[config.mk]
export PLATFORM = sky130hd
export DESIGN_NAME = poba_ram
export DESIGN_NICKNAME = d
export VERILOG_FILES = /design/src/hw/rtl/poba_ram.sv
export SDC_FILE = /design/constraint.sdc
export NUM_CORES = 1
export LEC_CHECK = 0
export BUFFER_PORTS_ARGS = -buffer_cell sky130_fd_sc_hd__buf_2
export CORE_UTILIZATION = 35
export CTS_BUF_LIST = sky130_fd_sc_hd__clkbuf_4 sky130_fd_sc_hd__clkbuf_8 sky130_fd_sc_hd__clkbuf_16
export CTS_CLUSTER_DIAMETER = 80
export DETAILED_ROUTE_END_ITERATION = 16
export SYNTH_ARGS = -nofsm -noshare
export SYNTH_HDL_FRONTEND = slang
export SYNTH_SLANG_ARGS = --single-unit
[constraint.sdc]
create_clock -name clock -period 2.25 [get_ports clock]
set_input_delay 0.45 -clock clock [delete_from_list [all_inputs] [get_ports clock]]
set_output_delay 0.45 -clock clock [all_outputs]
set_load 0.02 [all_outputs]
[src/hw/rtl/poba_ram.sv]
// ----------------------------------------------------------------------------
// poba_ram
// Single-port-write, single-port-read RAM with registered read data.
// ----------------------------------------------------------------------------
module poba_ram #(
   parameter int WIDTH = 8,
   parameter int DEPTH = 16
) (
   input  logic                     clock,
   input  logic                     wr_en,
   input  logic [$clog2(DEPTH)-1:0] wr_addr,
   input  logic [WIDTH-1:0]         wr_data,
   input  logic [$clog2(DEPTH)-1:0] rd_addr,
   output logic [WIDTH-1:0]         rd_data
);
   logic [WIDTH-1:0] mem [DEPTH];

   always_ff @(posedge clock) begin
      if (wr_en) begin
         mem[wr_addr] <= wr_data;
      end
      rd_data <= mem[rd_addr];
   end
endmodule

==> results.txt <==
The final max-slew violation count is 0. After detailed routing, the number of vias per cell comes to 5.08. Before antenna repair, the detailed router went through 4 iterations. In this run the static leakage power is 2.08 nW.

By area the synthesized netlist is led by edfxtp_1 75%, mux4_2 7.9%, mux4_1 7.1%. Most used routing layer: met2. Number of setup buffers added after CTS: 0.

For the pin with the worst max-slew slack, the measured transition is 0.728 ns. The tools report the depth of the CTS H-tree as 4. In the routed design, unresolved DRC markers number 0. The fraction of power spent switching nets is 20.0%, and the minimum clock period is 1.46 ns. The tools report the via count of the first global-routing pass as 2649. The die height works out to 123 um. The half-perimeter wire length after detailed placement was 6.64 mm; the highest net fanout along the worst path was 32. The number of nets handed over by synthesis was 247. For this design the top-level I/O count stands at 26.

The startpoint identified for the worst hold timing path is wr_data[3]. The synthesis-to-layout area growth is 19.0%. The layout net count is 302, and the count of state elements after synthesis is 136. The violation count after the first detailed-route iteration was 138.

The tools report the fraction of power consumed by sequential logic as 50.5%. Yosys printed 0 warnings. For this run the aggregate overflow at the end of global routing stands at 0.

For the total net switching power, the log shows 1.13 mW. The synthesized netlist cell count came out at 229. The worst setup path is launched from a primary input. The run gives 14100 sq um as the total core area. The run gives 5.64 mW as the total power. After clock tree synthesis, the clock-pin slew on the worst setup and hold paths is 0.06 ns. STA puts the critical path data arrival time at 1.76 ns. The run gives 0 as the count of final hold-check violations.

The logs give 5150 sq um for the combined area of all synthesized cells and 2424 for the via count. Post-placement worst setup slack: 0.322 ns. On the final layout, the worst hold slack is 0.417 ns.

The reported max-cap violation count is 0, and the ratio of cells with drive above 1 in the final layout is 32.0%. The share of the synthesized area in the top cell type came out at 74.7%. The worst setup path category is in2reg.

The initialized floorplan defines 43 standard-cell rows. The first global-routing pass estimated 16.0 mm of wire. In this run the power density over the cells is 921 nW/um^2. The die covers 15200 sq um.

For the final database, setup skew stands at 0.00783 ns. The startpoint identified for the worst register-to-register timing path is mem[1][0]$_DFFE_PP_. By count the netlist is led by 128 x edfxtp_1, 18 x mux4_2, 16 x a22oi_1.

The most frequently used flop master after synthesis is edfxtp_1. Buffers placed on the I/O ports in this run total 25. The total detailed-routing wirelength is 10.3 mm, and the required time of the critical path is 2.55 ns.

The design internal power was 4.52 mW; the mean routed wirelength per cell was 21.6 um. Counting every sink on the clock net gives 136. The maximum achievable frequency was 0.683 GHz; the cts-stage hold buffer count was 0.

The part of the total power dissipated in combinational logic is 5.0%. The run gives 77.8% as the sequential fraction of the synthesis area. The later pin in the worst-skew pair is clocked with a latency of 0.41 ns. Entering global routing, the biggest net connects 33 pins. The final period utilization was 65.1%. The number of gates resized after CTS was 0. Across every metal layer, demand over resource in global routing totals 15.6%. A synthesized cell averages 22.5 sq um. In this run the worst hold path is classified as in2reg. For the final weighted congestion in routability-driven placement, the log shows 0.715.

The flow ran to the end, and the final reports show no timing, DRC or antenna violations. The number of CTS-inserted buffers was 17. The worst path meets setup with 0.785 ns of slack. The library cell with the largest summed area after synthesis is edfxtp_1.

Initial antenna violation count: 2. For this run, asynchronously set or reset flops after synthesis account for 0%. Setup repair after global routing left no endpoint under its margin. Width of the die: 123 um. For this run, global-route usage on met3 was measured as 4.38%. Setup violations remaining at the end of the flow were counted as 0.

The run gives 51.3% as the relative slew slack. TritonCTS built the clock tree. The maximum count of clock buffers along a single path came out at 2. The most critical setup path has its startpoint at rd_addr[0].

The capturing element type of the critical path is a flop. The repair_antennas step left the layout with diodes totalling 0. The run gives 44.5% as the power share of the clock group. The buffer cell driving the clock tree root was clkbuf_16. Among all cell types in the netlist, the one instantiated most often is edfxtp_1. Cells fill 43.5% of the core in the end. The starting density of the core was 36.5%. The post-route setup TNS was 0 ns.

In this run, distinct cell masters in the synthesized netlist total 19. In the global route stage, met2 resource usage came out at 24.5%. For this run, global-route usage on met1 was measured as 20.2%. The tools report the number of routed nets with antenna violations as 0. VDD sags by at most 0.487 mV. The synthesized design contains 128 enable-type register cells.
[cells by family after synthesis]
| family | share of synthesized area, % |
|---|---|
| muxes | 15.0 |
| buffers and inverters | 1.68 |
| and+or+nand+nor | 3.18 |
| AOI/OAI and AO/OA | 2.33 |
| DFF | 77.8 |
[power by group through the flow]
stage	logic [mW]	clock network, mW	registers (mW)
3_3_place_gp	0.279	0	2.90
3_5_place_dp	0.288	0	2.90
6_report	0.282	2.51	2.85
2_1_floorplan	0.144	0	2.92
5_1_grt	0.308	2.66	2.86
4_1_cts	0.288	2.56	2.85
[critical path, cell delays in order]
cell and delay, ns:
buf_2 0.10, buf_12 0.25, mux4_1 0.59, a22oi_1 0.26, nand2_1 0.08
[flip-flops by register name, summed over array words and instances (netlist names)]
register	count
mem	128
rd_data	8
[final timing paths]
check / cells after the start / slack [ns] / end
setup reg to reg: 3 / 0.92 / rd_data[0]$_DFF_P_
hold / removal: 1 / 0.42 / mem[5][3]$_DFFE_PP_
hold reg to reg: 3 / 0.68 / rd_data[2]$_DFF_P_
setup / recovery: 5 / 0.79 / rd_data[1]$_DFF_P_
[cell usage in the layout, fill, tap and decap left out]
| master | count |
|---|---|
| edfxtp_1 | 128 |
| buf_2 | 25 |
| buf_4 | 20 |
| mux4_2 | 18 |
| clkbuf_16 | 17 |
| a22oi_1 | 16 |
| mux4_1 | 14 |
| nor2_1 | 13 |
| nand2_1 | 9 |
| dfxtp_1 | 8 |
| clkbuf_4 | 7 |
| nor3_1 | 4 |
| clkbuf_8 | 3 |
| nand3b_1 | 2 |
| nand2b_1 | 2 |
| clkinv_2 | 2 |
| clkinv_1 | 2 |
| nor2b_1 | 1 |
| and2_1 | 1 |
| and2b_1 | 1 |
| nand3_1 | 1 |
| or3b_2 | 1 |
| clkinvlp_4 | 1 |
| buf_12 | 1 |
[metal layers]
metal | vias to the layer above | wire length [um]
met5 | - | 22
met1 | 1268 | 4700
met3 | 16 | 439
li1 | 1081 | -
met2 | 55 | 4990
met4 | 4 | 165
[through the flow]
step | instance area (sq um) | cells
global placement | 5580 | 445
finish | 6130 | 477
floorplan | 5150 | 229
global route | 6130 | 477
CTS | 6130 | 477
detailed placement | 5580 | 445
[area by class of cell]
cell class                 count  area, sq um
fill                        1230         7970
sequential                   136         4000
multi-input combinational     83         1060
clock buffer                  27          519
timing repair buffer          46          295
tap                          180          225
clock inverter                 5         25.0
Power figures use the tool's default switching activity.
